<file path="src/design/rpe_pkg.sv">
`timescale 1ns / 1ps

package rpe_pkg;

   localparam int DATA_W         = 32;
   localparam int DEF_MAX_PARAMS = 8;
   localparam int DEF_FRAC_BITS  = 16;

   // stream and register port widths
   localparam int REQ_DATA_W = 64;
   localparam int RSP_DATA_W = 136;
   localparam int CSR_IDX_W  = 3;
   localparam int CSR_DATA_W = 32;

   localparam logic [CSR_IDX_W-1:0] REG_ACTIVE_PARAMS = 3'd0;
   localparam logic [CSR_IDX_W-1:0] REG_INITIAL_COV   = 3'd1;
   localparam logic [CSR_IDX_W-1:0] REG_FORGETTING    = 3'd2;
   localparam logic [CSR_IDX_W-1:0] REG_MIN_DEN       = 3'd3;

   localparam logic KIND_ELEMENT = 1'b0;
   localparam logic KIND_RESET   = 1'b1;

   localparam logic STATUS_APPLIED  = 1'b0;
   localparam logic STATUS_REJECTED = 1'b1;

   typedef logic signed [DATA_W-1:0] q_type;

   typedef struct packed {
      logic  start;
      q_type num;
      q_type den;
   } div_req_type;

   typedef struct packed {
      logic  done;
      q_type quot;
   } div_rsp_type;

   localparam logic signed [63:0] SAT_HI = 64'sh0000_0000_7FFF_FFFF;
   localparam logic signed [63:0] SAT_LO = 64'shFFFF_FFFF_8000_0000;

   function automatic q_type sat32(input logic signed [63:0] v);
      q_type r;
      if (v > SAT_HI) begin
         r = 32'sh7FFF_FFFF;
      end else if (v < SAT_LO) begin
         r = 32'sh8000_0000;
      end else begin
         r = v[31:0];
      end
      return r;
   endfunction

endpackage

</file>
<file path="src/design/rpe_divider.sv">
`timescale 1ns / 1ps

module rpe_divider #(
   parameter int FRAC_BITS = rpe_pkg::DEF_FRAC_BITS
) (
   input  logic                 clock,
   input  logic                 reset,
   input  rpe_pkg::div_req_type div_req,
   output rpe_pkg::div_rsp_type div_rsp
);
   import rpe_pkg::*;

   // sat32((num * 2^FRAC_BITS) / den), truncated toward zero, one bit a cycle
   localparam int DIV_W = DATA_W + FRAC_BITS;
   localparam int CNT_W = $clog2(DIV_W + 1);
   localparam logic [DIV_W-1:0] POS_LIMIT = DIV_W'(32'h7FFF_FFFF);
   localparam logic [DIV_W-1:0] NEG_LIMIT = DIV_W'(32'h8000_0000);

   logic              busy_ff, busy_in;
   logic              fin_ff, fin_in;
   logic              done_ff, done_in;
   logic              neg_ff, neg_in;
   logic [CNT_W-1:0]  cnt_ff, cnt_in;
   logic [DIV_W-1:0]  dvd_ff, dvd_in;
   logic [DIV_W-1:0]  quo_ff, quo_in;
   logic [DATA_W:0]   rem_ff, rem_in;
   logic [DATA_W:0]   rem_sh;
   logic [DATA_W-1:0] dvs_ff, dvs_in;
   logic [DATA_W-1:0] num_mag, den_mag;
   q_type             quot_ff, quot_in;

   always_comb begin
      num_mag = div_req.num[DATA_W-1] ? unsigned'(-div_req.num) : unsigned'(div_req.num);
      den_mag = div_req.den[DATA_W-1] ? unsigned'(-div_req.den) : unsigned'(div_req.den);
      rem_sh  = {rem_ff[DATA_W-1:0], dvd_ff[DIV_W-1]};
      busy_in = busy_ff;
      fin_in  = 1'b0;
      done_in = 1'b0;
      neg_in  = neg_ff;
      cnt_in  = cnt_ff;
      dvd_in  = dvd_ff;
      quo_in  = quo_ff;
      rem_in  = rem_ff;
      dvs_in  = dvs_ff;
      quot_in = quot_ff;
      if (div_req.start) begin
         busy_in = 1'b1;
         cnt_in  = CNT_W'(DIV_W);
         dvd_in  = {num_mag, {FRAC_BITS{1'b0}}};
         dvs_in  = den_mag;
         rem_in  = '0;
         quo_in  = '0;
         neg_in  = div_req.num[DATA_W-1] ^ div_req.den[DATA_W-1];
      end else if (busy_ff) begin
         dvd_in = dvd_ff << 1;
         if (rem_sh >= {1'b0, dvs_ff}) begin
            rem_in = rem_sh - {1'b0, dvs_ff};
            quo_in = {quo_ff[DIV_W-2:0], 1'b1};
         end else begin
            rem_in = rem_sh;
            quo_in = {quo_ff[DIV_W-2:0], 1'b0};
         end
         cnt_in = cnt_ff - 1'b1;
         if (cnt_ff == CNT_W'(1)) begin
            busy_in = 1'b0;
            fin_in  = 1'b1;
         end
      end
      // apply sign and clamp to 32 bits
      if (fin_ff) begin
         done_in = 1'b1;
         if (!neg_ff) begin
            quot_in = (quo_ff > POS_LIMIT) ? 32'sh7FFF_FFFF : q_type'(quo_ff[DATA_W-1:0]);
         end else begin
            quot_in = (quo_ff > NEG_LIMIT) ? 32'sh8000_0000 :
                      q_type'(-$signed(quo_ff[DATA_W-1:0]));
         end
      end
   end

   always_ff @(posedge clock) begin
      if (reset) begin
         busy_ff <= 1'b0;
         fin_ff  <= 1'b0;
         done_ff <= 1'b0;
         cnt_ff  <= '0;
      end else begin
         busy_ff <= busy_in;
         fin_ff  <= fin_in;
         done_ff <= done_in;
         cnt_ff  <= cnt_in;
      end
      neg_ff  <= neg_in;
      dvd_ff  <= dvd_in;
      quo_ff  <= quo_in;
      rem_ff  <= rem_in;
      dvs_ff  <= dvs_in;
      quot_ff <= quot_in;
   end

   assign div_rsp.done = done_ff;
   assign div_rsp.quot = quot_ff;

endmodule

</file>
<file path="config.mk">
export PLATFORM = sky130hd
export DESIGN_NAME = rpe_divider
export DESIGN_NICKNAME = d
export VERILOG_FILES = /design/src/design/rpe_pkg.sv /design/src/design/rpe_divider.sv
export SDC_FILE = /design/constraint.sdc
export NUM_CORES = 1
export LEC_CHECK = 0
export BUFFER_PORTS_ARGS = -buffer_cell sky130_fd_sc_hd__buf_2
export CORE_MARGIN = 2
export CORE_UTILIZATION = 55
export CTS_BUF_LIST = sky130_fd_sc_hd__clkbuf_16
export CTS_CLUSTER_SIZE = 12
export DETAILED_ROUTE_END_ITERATION = 12
export GPL_TIMING_DRIVEN = 0
export PLACE_DENSITY_LB_ADDON = 0.2
export SYNTH_ARGS = -nofsm -noshare
export SYNTH_HDL_FRONTEND = slang
export SYNTH_SLANG_ARGS = --single-unit
</file>
<file path="constraint.sdc">
create_clock -name clock -period 2.58 [get_ports clock]
set_input_delay 0.258 -clock clock [delete_from_list [all_inputs] [get_ports clock]]
set_output_delay 0.258 -clock clock [all_outputs]
set_load 0.05 [all_outputs]
</file>
# Word-level counts from Yosys, hierarchy flattened
# Index checks and enable logic that the tools add are counted.
# W data, S select, Z words.
# op_classes
n_addsub	5
n_lt_le_gt_ge	3
eq_ne	1
mux	16
n_bitwise	2
reduce_logical	3
# op_table
cell	n
$mux W32	5
$mux W48	2
$neg A32 Y32	3
$gt A48 B31 Y1 const B	1
$gt A48 B32 Y1 const B	1
$ge A33 B32 Y1	1
$sub A32 B32 Y32	1
$mux W31	1
$mux W6	2
$eq A6 B1 Y1 const B	1
$mux W1	6
$sub A6 B1 Y6 const B	1
$reduce_or A3 Y1	1
$reduce_bool A2 Y1	1
$reduce_or A2 Y1	1
$not A1 Y1	1
$xor A1 B1 Y1	1
# totals
register_bits	186
inputBits	67
output_inout_bits	33
wordCells	42

# Longest topological paths before layout
# Gate-level depths: netlist of the first run.
# logic_depth
word_depth	4
depth_mapped	12
ltp_nobuf	11

# Worst setup path after synthesis of the first run
# OpenSTA, ideal clock, no wires.
# synth_timing
kind	reg2reg
startpoint	register dvs_ff[12]
endpoint	register rem_ff[8]
setup_ns	0.128
arrival_ns	2.617
required_time_ns	2.452
setup_slack_ns	-0.164
path_stages_with_launch	12
n_path_buf	1
synth_period_minus_slack_ns	2.744
cell_sequence	edfxtp_1 > inv_1 > ha_1 > clkbuf_1 > a2111oi_0 > o21ai_0 > a21oi_1 > a31oi_1 > o31ai_2 > mux2_2 > mux2i_1 > nor2_1
# synth_via
elab_chain_cells	2
# synth_lines
item	line	source
start, declared	rpe_divider.sv:28	logic [DATA_W-1:0] dvs_ff, dvs_in;
start signal, assigned	rpe_divider.sv:97	dvs_ff <= dvs_in;
$ge A33 B32 Y1	rpe_divider.sv:56	if (rem_sh >= {1'b0, dvs_ff}) begin
$mux W32	rpe_divider.sv:56	
end signal, assigned	rpe_divider.sv:96	rem_ff <= rem_in;
end, declared	rpe_divider.sv:26	logic [DATA_W:0] rem_ff, rem_in;
# Every way passes these cells.
# A chain may end at the register's enable or synchronous reset.

# Worst setup path after layout of the first run
# layout_timing
startpoint	register dvd_ff[47]
endpoint	register rem_ff[18]
# layout_via
elab_chain_cells	2
word_cells_on_any_way	3
classes_between	add/sub: 1; order compare: 1; mux: 1
# layout_lines
item	line	source
start, declared	rpe_divider.sv:24	logic [DIV_W-1:0] dvd_ff, dvd_in;
start signal, assigned	rpe_divider.sv:94	dvd_ff <= dvd_in;
$sub A32 B32 Y32 / $ge A33 B32 Y1 (equally long branches)	rpe_divider.sv:57, rpe_divider.sv:56	
$mux W32 (*)	rpe_divider.sv:56	
# Every way passes the cells marked *; elsewhere a longest branch is shown, timed or not.

==> flow_metrics.tcl, run 1 <==
set metrics [dict create \
    status "finished, violations left" \
    violations "setup timing" \
    rows 51 \
    instances_no_fill 1649 \
    start_util 0.563 \
    synth.net_count 1313 \
    final.period_utilization 1.13 \
    gp_congestion 0.934 \
    synth-seq-cells 186 \
    drt_wl_total_um 29900 \
    io_pins 100 \
    tns_ns -10.11 \
    die_x_um 146 \
    max-clock-path-buffers 2 \
    path_max_fanout 10 \
    max_slew_margin 0.309 \
    worstPathRequired_ns 2.92 \
    fill_cells 1390 \
    drtAntennaViolNets 0 \
    cts_tree "yes" \
    end_kind "flop" \
    syn_area_mm2 0.0110 \
    clk_pin_slew_ns 0.07 \
    vias 9975 \
    ys_seq_area_frac 0.426 \
    endpoint "rem_ff[18]$_SDFFE_PP0P_" \
    skew_ns 0.00979 \
    root_buffer "clkbuf_16" \
    nets 1476 \
    drtIter0Drc 721 \
    die_area_mm2 0.0212 \
    grt_pass1_wl_um 45600 \
    syn_area_per_cell_um2 9.13 \
    fin_util 0.724 \
    worst_slew_pin_slew_ns 1.04 \
    grt_max_degree 37 \
    r2r_start "dvd_ff[47]$_DFFE_PP_" \
    finalCriticalPeriod_ns 2.92 \
    clock_latency_ns 0.44 \
    final_area_mm2 0.0142 \
    synthCells 1208 \
    finalHoldViolations 0 \
    cap_violations 0 \
    grtUsageTotal 0.261 \
    antenna_found_initial 0 \
    reg2reg_slack_ns -0.34 \
    diodes 0 \
    yosysUniqueCellTypes 68 \
    crit_arrival_ns 3.26 \
    r2r_cells 11 \
    grt-ovfl-total 0 \
    drive_gt1_frac 0.273 \
    syn_to_final_growth_pct 28.6 \
    grt_pass1_vias 9215 \
    dpl.cell_count 1571 \
    drc 0 \
    port_buffers 98 \
    critPathLaunch "dvd_ff[47]$_DFFE_PP_" \
    die_y_um 146 \
    critical_path_class "flop to flop" \
    yosysWarnings 0 \
    clock_sinks 186 \
    cts_made_buffers 17 \
    peakVddDrop_mv 0.498 \
    r2r_end "rem_ff[18]$_SDFFE_PP0P_" \
    min_path_type "input port to flop" \
    worst_slack_ns -0.340 \
    first_pass_iters 6 \
    synth_edf_count 97 \
    wire_per_inst_um 18.1 \
    startpoint_type "flop" \
    vias_per_cell 6.05 \
    max_freq_mhz 342 \
    dp_hpwl_um 18900 \
    leakagePower_nw 5.45 \
    finalSetupViolations 60 \
    rsz0062_at_grt "yes" \
    finalMaxSlewViolations 0 \
    holdBufCountCts 0 \
    synthArstFlopShare 0 \
    powerDensity_mw_per_mm2 564 \
    placed_area_mm2 0.0120 \
    h-tree-depth 4 \
    synth_flop_cell "edfxtp_1" \
    coreArea_mm2 0.0196 \
]
registers in the layout, summed over array words and instances (netlist names):
signal,count
dvs_ff,32
rem_ff,32
cnt_ff,6
busy_ff,1
quot_ff,32
neg_ff,1
fin_ff,1
quo_ff,48
done_ff,1
dvd_ff,32
where the power goes:
part	switching, W	internal (W)	total, W
Clock	0.00123	0.00133	0.00256
Combinational	0.00115	0.000879	0.00203
Sequential	0.000103	0.00330	0.00340
area by class of cell:
class	count	area, µm²	share of cell area
plain buffers	59	348	0.0245
clock buffers	18	450	0.0318
clock inverters	14	126	0.00892
inverters	63	245	0.0173
multi-input cells	896	6970	0.492
flip-flops and latches	186	4720	0.333
well taps	265	332	0.0234
repair buffers	147	975	0.0688
repair inverters	1	7.51	0.000530
cells in the final DEF, fill, tap and decap left out, drive strengths merged, types with 7 or more instances in the layout:
cell type | synthesis | layout
o21ai | 62 | 62
clkbuf | 48 | 61
a21o | 15 | 15
edfxtp | 97 | 97
inv | 63 | 70
and3 | 7 | 7
xor2 | 42 | 42
nand4 | 10 | 10
o311ai | 25 | 25
nand2b | 12 | 12
xnor2 | 48 | 48
or4 | 16 | 16
buf | 15 | 162
nor2b | 8 | 8
or3 | 23 | 23
nor4 | 13 | 13
mux2i | 57 | 57
a21oi | 69 | 69
nor3 | 37 | 37
nand2 | 108 | 108
o31ai | 26 | 26
o211ai | 12 | 12
a211oi | 7 | 7
nor2 | 151 | 151
ha | 37 | 37
dfxtp | 89 | 89
a311oi | 17 | 17
o41ai | 8 | 8
nand3 | 13 | 13
metrics by stage:
step	power (W)	hold WS, ns	worst slack [ns]
2_1_floorplan	0.00455	0.357	-0.0245
3_3_place_gp	0.00493	0.476	-0.578
3_5_place_dp	0.00497	0.478	-0.665
4_1_cts	0.00773	0.0778	-0.296
5_1_grt	0.00830	0.0844	-0.395
6_report	0.00799	0.0777	-0.340
kinds of logic (layout without fill, tap and decap cells):
logic type,count (synthesis),after routing,synth area share
and+or+nand+nor,431,431,0.192
AOI/OAI and AO/OA,278,278,0.169
DFF,186,186,0.426
buffers and inverters,126,302,0.0440
xor gates and xnor gates,90,90,0.0715
muxes,59,59,0.0538
adders and majority gates,38,38,0.0438
worst max-delay path: stages, from the launching register on:
cell      delay [ns]
edfxtp_1        0.40
inv_1           0.06
ha_1            0.30
nand4_1         0.12
or4_4           0.52
or4_4           0.46
nand3_4         0.12
or3_4           0.13
and2_4          0.18
buf_8           0.15
nand2_1         0.08
a311oi_2        0.30
worst min-delay path by stage:
stage	start	end	slack (ns)	depth (start not counted)
2_1_floorplan	div_req[0]	dvs_ff[0]$_DFFE_PP_	0.36	0
6_report	div_req[0]	dvs_ff[0]$_DFFE_PP_	0.08	1
3_5_place_dp	rem_ff[29]$_SDFFE_PP0P_	rem_ff[29]$_SDFFE_PP0P_	0.48	2
3_3_place_gp	rem_ff[29]$_SDFFE_PP0P_	rem_ff[29]$_SDFFE_PP0P_	0.48	2
4_1_cts	div_req[0]	dvs_ff[0]$_DFFE_PP_	0.08	1
5_1_grt	div_req[0]	dvs_ff[0]$_DFFE_PP_	0.08	1
routing by layer:
layer / vias up / GRT usage / share of wire
met1: 4737 / 0.347 / 0.42
met5: - / 0 / 0
met2: 393 / 0.433 / 0.49
met4: 0 / 0.105 / 0.033
li1: 4749 / - / -
met3: 96 / 0.0364 / 0.051
repair_timing:
action                     CTS  global route
setup endpoints to repair   64            98
gates cloned                 5             2
setup buffers               31            18
gates resized for setup    169           126
pin swaps                   35            50
Yosys cell counts (8+ instances only):
cell type  number  share of area
nor2_1        151          0.051
nand2_1       108          0.037
edfxtp_1       97           0.26
dfxtp_1        89           0.16
a21oi_1        69          0.031
inv_1          62          0.021
o21ai_0        62          0.028
mux2i_1        57          0.052
clkbuf_1       48          0.016
xnor2_1        48          0.038
xor2_1         42          0.033
ha_1           37          0.042
nor3_1         37          0.017
o311ai_0       24          0.019
o31ai_1        24          0.016
or3_1          21          0.012
a311oi_1       17          0.014
a21o_1         15          0.010
nand3_1        13         0.0059
o211ai_1       12         0.0082
or4_1          12         0.0082
nand2b_1       11         0.0062
nor4_1         11         0.0062
nand4_1        10         0.0057
nor2b_1         8         0.0045
Note: power is estimated with default switching activity, not from simulation.
==> run 2: changes to the inputs <==
- ABC_AREA: unset -> 1
- ABC_CLOCK_PERIOD_IN_PS: unset -> 2580
==> flow_metrics.tcl, run 2 <==
set metrics [dict create \
    leakagePower_nw 6.38 \
    drive_gt1_frac 0.109 \
    wire_per_inst_um 14.7 \
    grt-ovfl-total 0 \
    dpl.cell_count 2068 \
    cp_slowest_cell "edfxtp_1" \
    final_cell_mix "nand2_1, inv_1, nor2_1, o21ai_0, buf_2" \
    peakVddDrop_mv 0.529 \
    drtAntennaViolNets 0 \
    yosys.area.top_type_share 0.243 \
    syn_area_mm2 0.0120 \
    yosys-top-cells-count "nand2_1, inv_1, nor2_1" \
    fill_cells 2003 \
    clock_latency_ns 0.44 \
    drtIter0Drc 1009 \
    placed_area_mm2 0.0128 \
    rows 54 \
    first_pass_iters 5 \
    clock_sinks 186 \
    status "complete, no violations" \
    vias 11400 \
    crit_arrival_ns 2.86 \
    multi_input_area_mm2 0.00610 \
    finalCriticalPeriod_ns 2.52 \
    vias_per_cell 5.41 \
    diodes 0 \
    synthCells 1689 \
    dp_hpwl_um 23500 \
    finalSetupViolations 0 \
    io_pins 100 \
    crit_chain "inv_1 -> ha_2 -> nand2_1 -> nor2_1 -> nand2_1 -> nor3_4 -> nor2_4 -> nand2_8 -> buf_4 -> nand3_1 -> nand3_1 -> nand2_1" \
    grt_max_degree 41 \
    syn_to_final_growth_pct 13.3 \
    final.period_utilization 0.978 \
    path_max_fanout 10 \
    reg2reg_slack_ns 0.06 \
    cts_made_buffers 17 \
    end_kind "flop" \
    synthArstFlopShare 0 \
    max_stage_delay_ns 0.45 \
    synth_flop_cell "edfxtp_1" \
    regMostFlops "quo_ff" \
    drc 0 \
    final_area_mm2 0.0136 \
    startpoint_type "flop" \
    grtUsageTotal 0.274 \
    skew_ns 0.0122 \
    critical_path_class "flop to flop" \
    worst_slew_pin_slew_ns 0.767 \
    largest_reg_flops 48 \
    seq_area_mm2 0.00470 \
    die_area_mm2 0.0230 \
    finalMaxSlewViolations 0 \
    yosysWarnings 0 \
    synth_top_area_cell "edfxtp_1" \
    instances_no_fill 2103 \
    max_freq_mhz 396 \
    max_slew_margin 0.489 \
    yosysMostFrequentCell "nand2_1" \
    layout_commonest_cell "nand2_1" \
    cts_tree "yes" \
    critPathMostFrequentCell "nand2_1" \
    powerDensity_mw_per_mm2 521 \
    finalHoldViolations 0 \
    syn_area_per_cell_um2 7.09 \
    nets 1915 \
    ys_seq_area_frac 0.392 \
    clk_pin_slew_ns 0.08 \
    synth-seq-cells 186 \
    root_buffer "clkbuf_16" \
    start_util 0.554 \
    die_x_um 152 \
    synth_edf_count 97 \
    synth.net_count 1794 \
    yosys-top-cells-area "edfxtp_1, dfxtp_1, nand2_1" \
    grt_pass1_vias 10400 \
    port_buffers 98 \
    drt_wl_total_um 30800 \
    min_path_type "input port to flop" \
    die_y_um 152 \
    grt_pass1_wl_um 50000 \
    coreArea_mm2 0.0216 \
    max-clock-path-buffers 2 \
    worstPathRequired_ns 2.92 \
    gp_congestion 1.04 \
    cap_violations 0 \
    h-tree-depth 4 \
    antenna_found_initial 0 \
    yosysUniqueCellTypes 50 \
]
run 2: routing by layer:
layer | wire, µm | part of all wire | track usage | vias to the layer above
met5 | 0 | 0 | 0 | -
li1 | - | - | - | 5711
met1 | 14600 | 0.47 | 0.394 | 5235
met4 | 510 | 0.017 | 0.0764 | 0
met3 | 2050 | 0.066 | 0.0353 | 44
met2 | 13700 | 0.44 | 0.435 | 388
run 2: stage by stage:
| stage | hold WS, ns | util | total power, W | setup TNS (ns) | setup slack (ns) |
|---|---|---|---|---|---|
| floorplan | 0.327 | - | 0.00404 | 0 | 0.407 |
| global placement | 0.459 | 0.593 | 0.00436 | -43.63 | -1.04 |
| detailed placement | 0.465 | 0.594 | 0.00439 | -3.22 | -0.151 |
| finish | 0.0555 | 0.628 | 0.00707 | 0 | 0.0567 |
| CTS | 0.0429 | 0.623 | 0.00707 | 0 | 0.105 |
| global route | 0.0582 | 0.628 | 0.00734 | -0.00905 | -0.00905 |
run 2: report_power, final:
part	internal, W	total, W	leakage, nW	switching, W
clock	0.00141	0.00272	0.305	0.00131
combinational	0.000336	0.00103	4.41	0.000696
sequential	0.00327	0.00332	1.66	0.0000528
run 2: worst max-delay path, delay by kind of cell, from the launching register on:
kind	cells	cell delay, ns
flops	1	0.45
fa+ha+maj	1	0.38
simple gates	9	1.31
buf+inv	2	0.27
run 2: layout make-up:
class                   instances  area share
multi-input cells            1179       0.450
flip-flops and latches        186       0.346
repair buffers                102      0.0402
clock buffers                  19      0.0350
inverters                     276      0.0765
plain buffers                  48      0.0160
clock inverters                13      0.0106
well taps                     280      0.0258
run 2: logic make-up after synthesis:
| group | Yosys count | share of synthesized area |
|---|---|---|
| AO/OA/AOI/OAI | 241 | 0.112 |
| XOR/XNOR | 71 | 0.0519 |
| adder cells (fa/ha/maj) | 38 | 0.0403 |
| buffers and inverters | 324 | 0.105 |
| flip-flops | 186 | 0.392 |
| AND/OR/NAND/NOR | 829 | 0.299 |
run 2: what timing repair did:
action                                  CTS  global route
gates resized for setup                   0            13
hold buffers                              0             0
hold endpoints to repair                  0             0
endpoints found under the setup margin    0            43
setup buffers                             0             3
run 2: final timing paths:
check / startpoint / endpoint / cells after the start
worst min register to register: rem_ff[26]$_SDFFE_PP0P_ / rem_ff[26]$_SDFFE_PP0P_ / 2
worst max register to register: dvs_ff[4]$_DFFE_PP_ / rem_ff[21]$_SDFFE_PP0P_ / 12
worst min-delay path: div_req[0] / dvs_ff[0]$_DFFE_PP_ / 1
worst max-delay path: dvs_ff[4]$_DFFE_PP_ / rem_ff[21]$_SDFFE_PP0P_ / 12
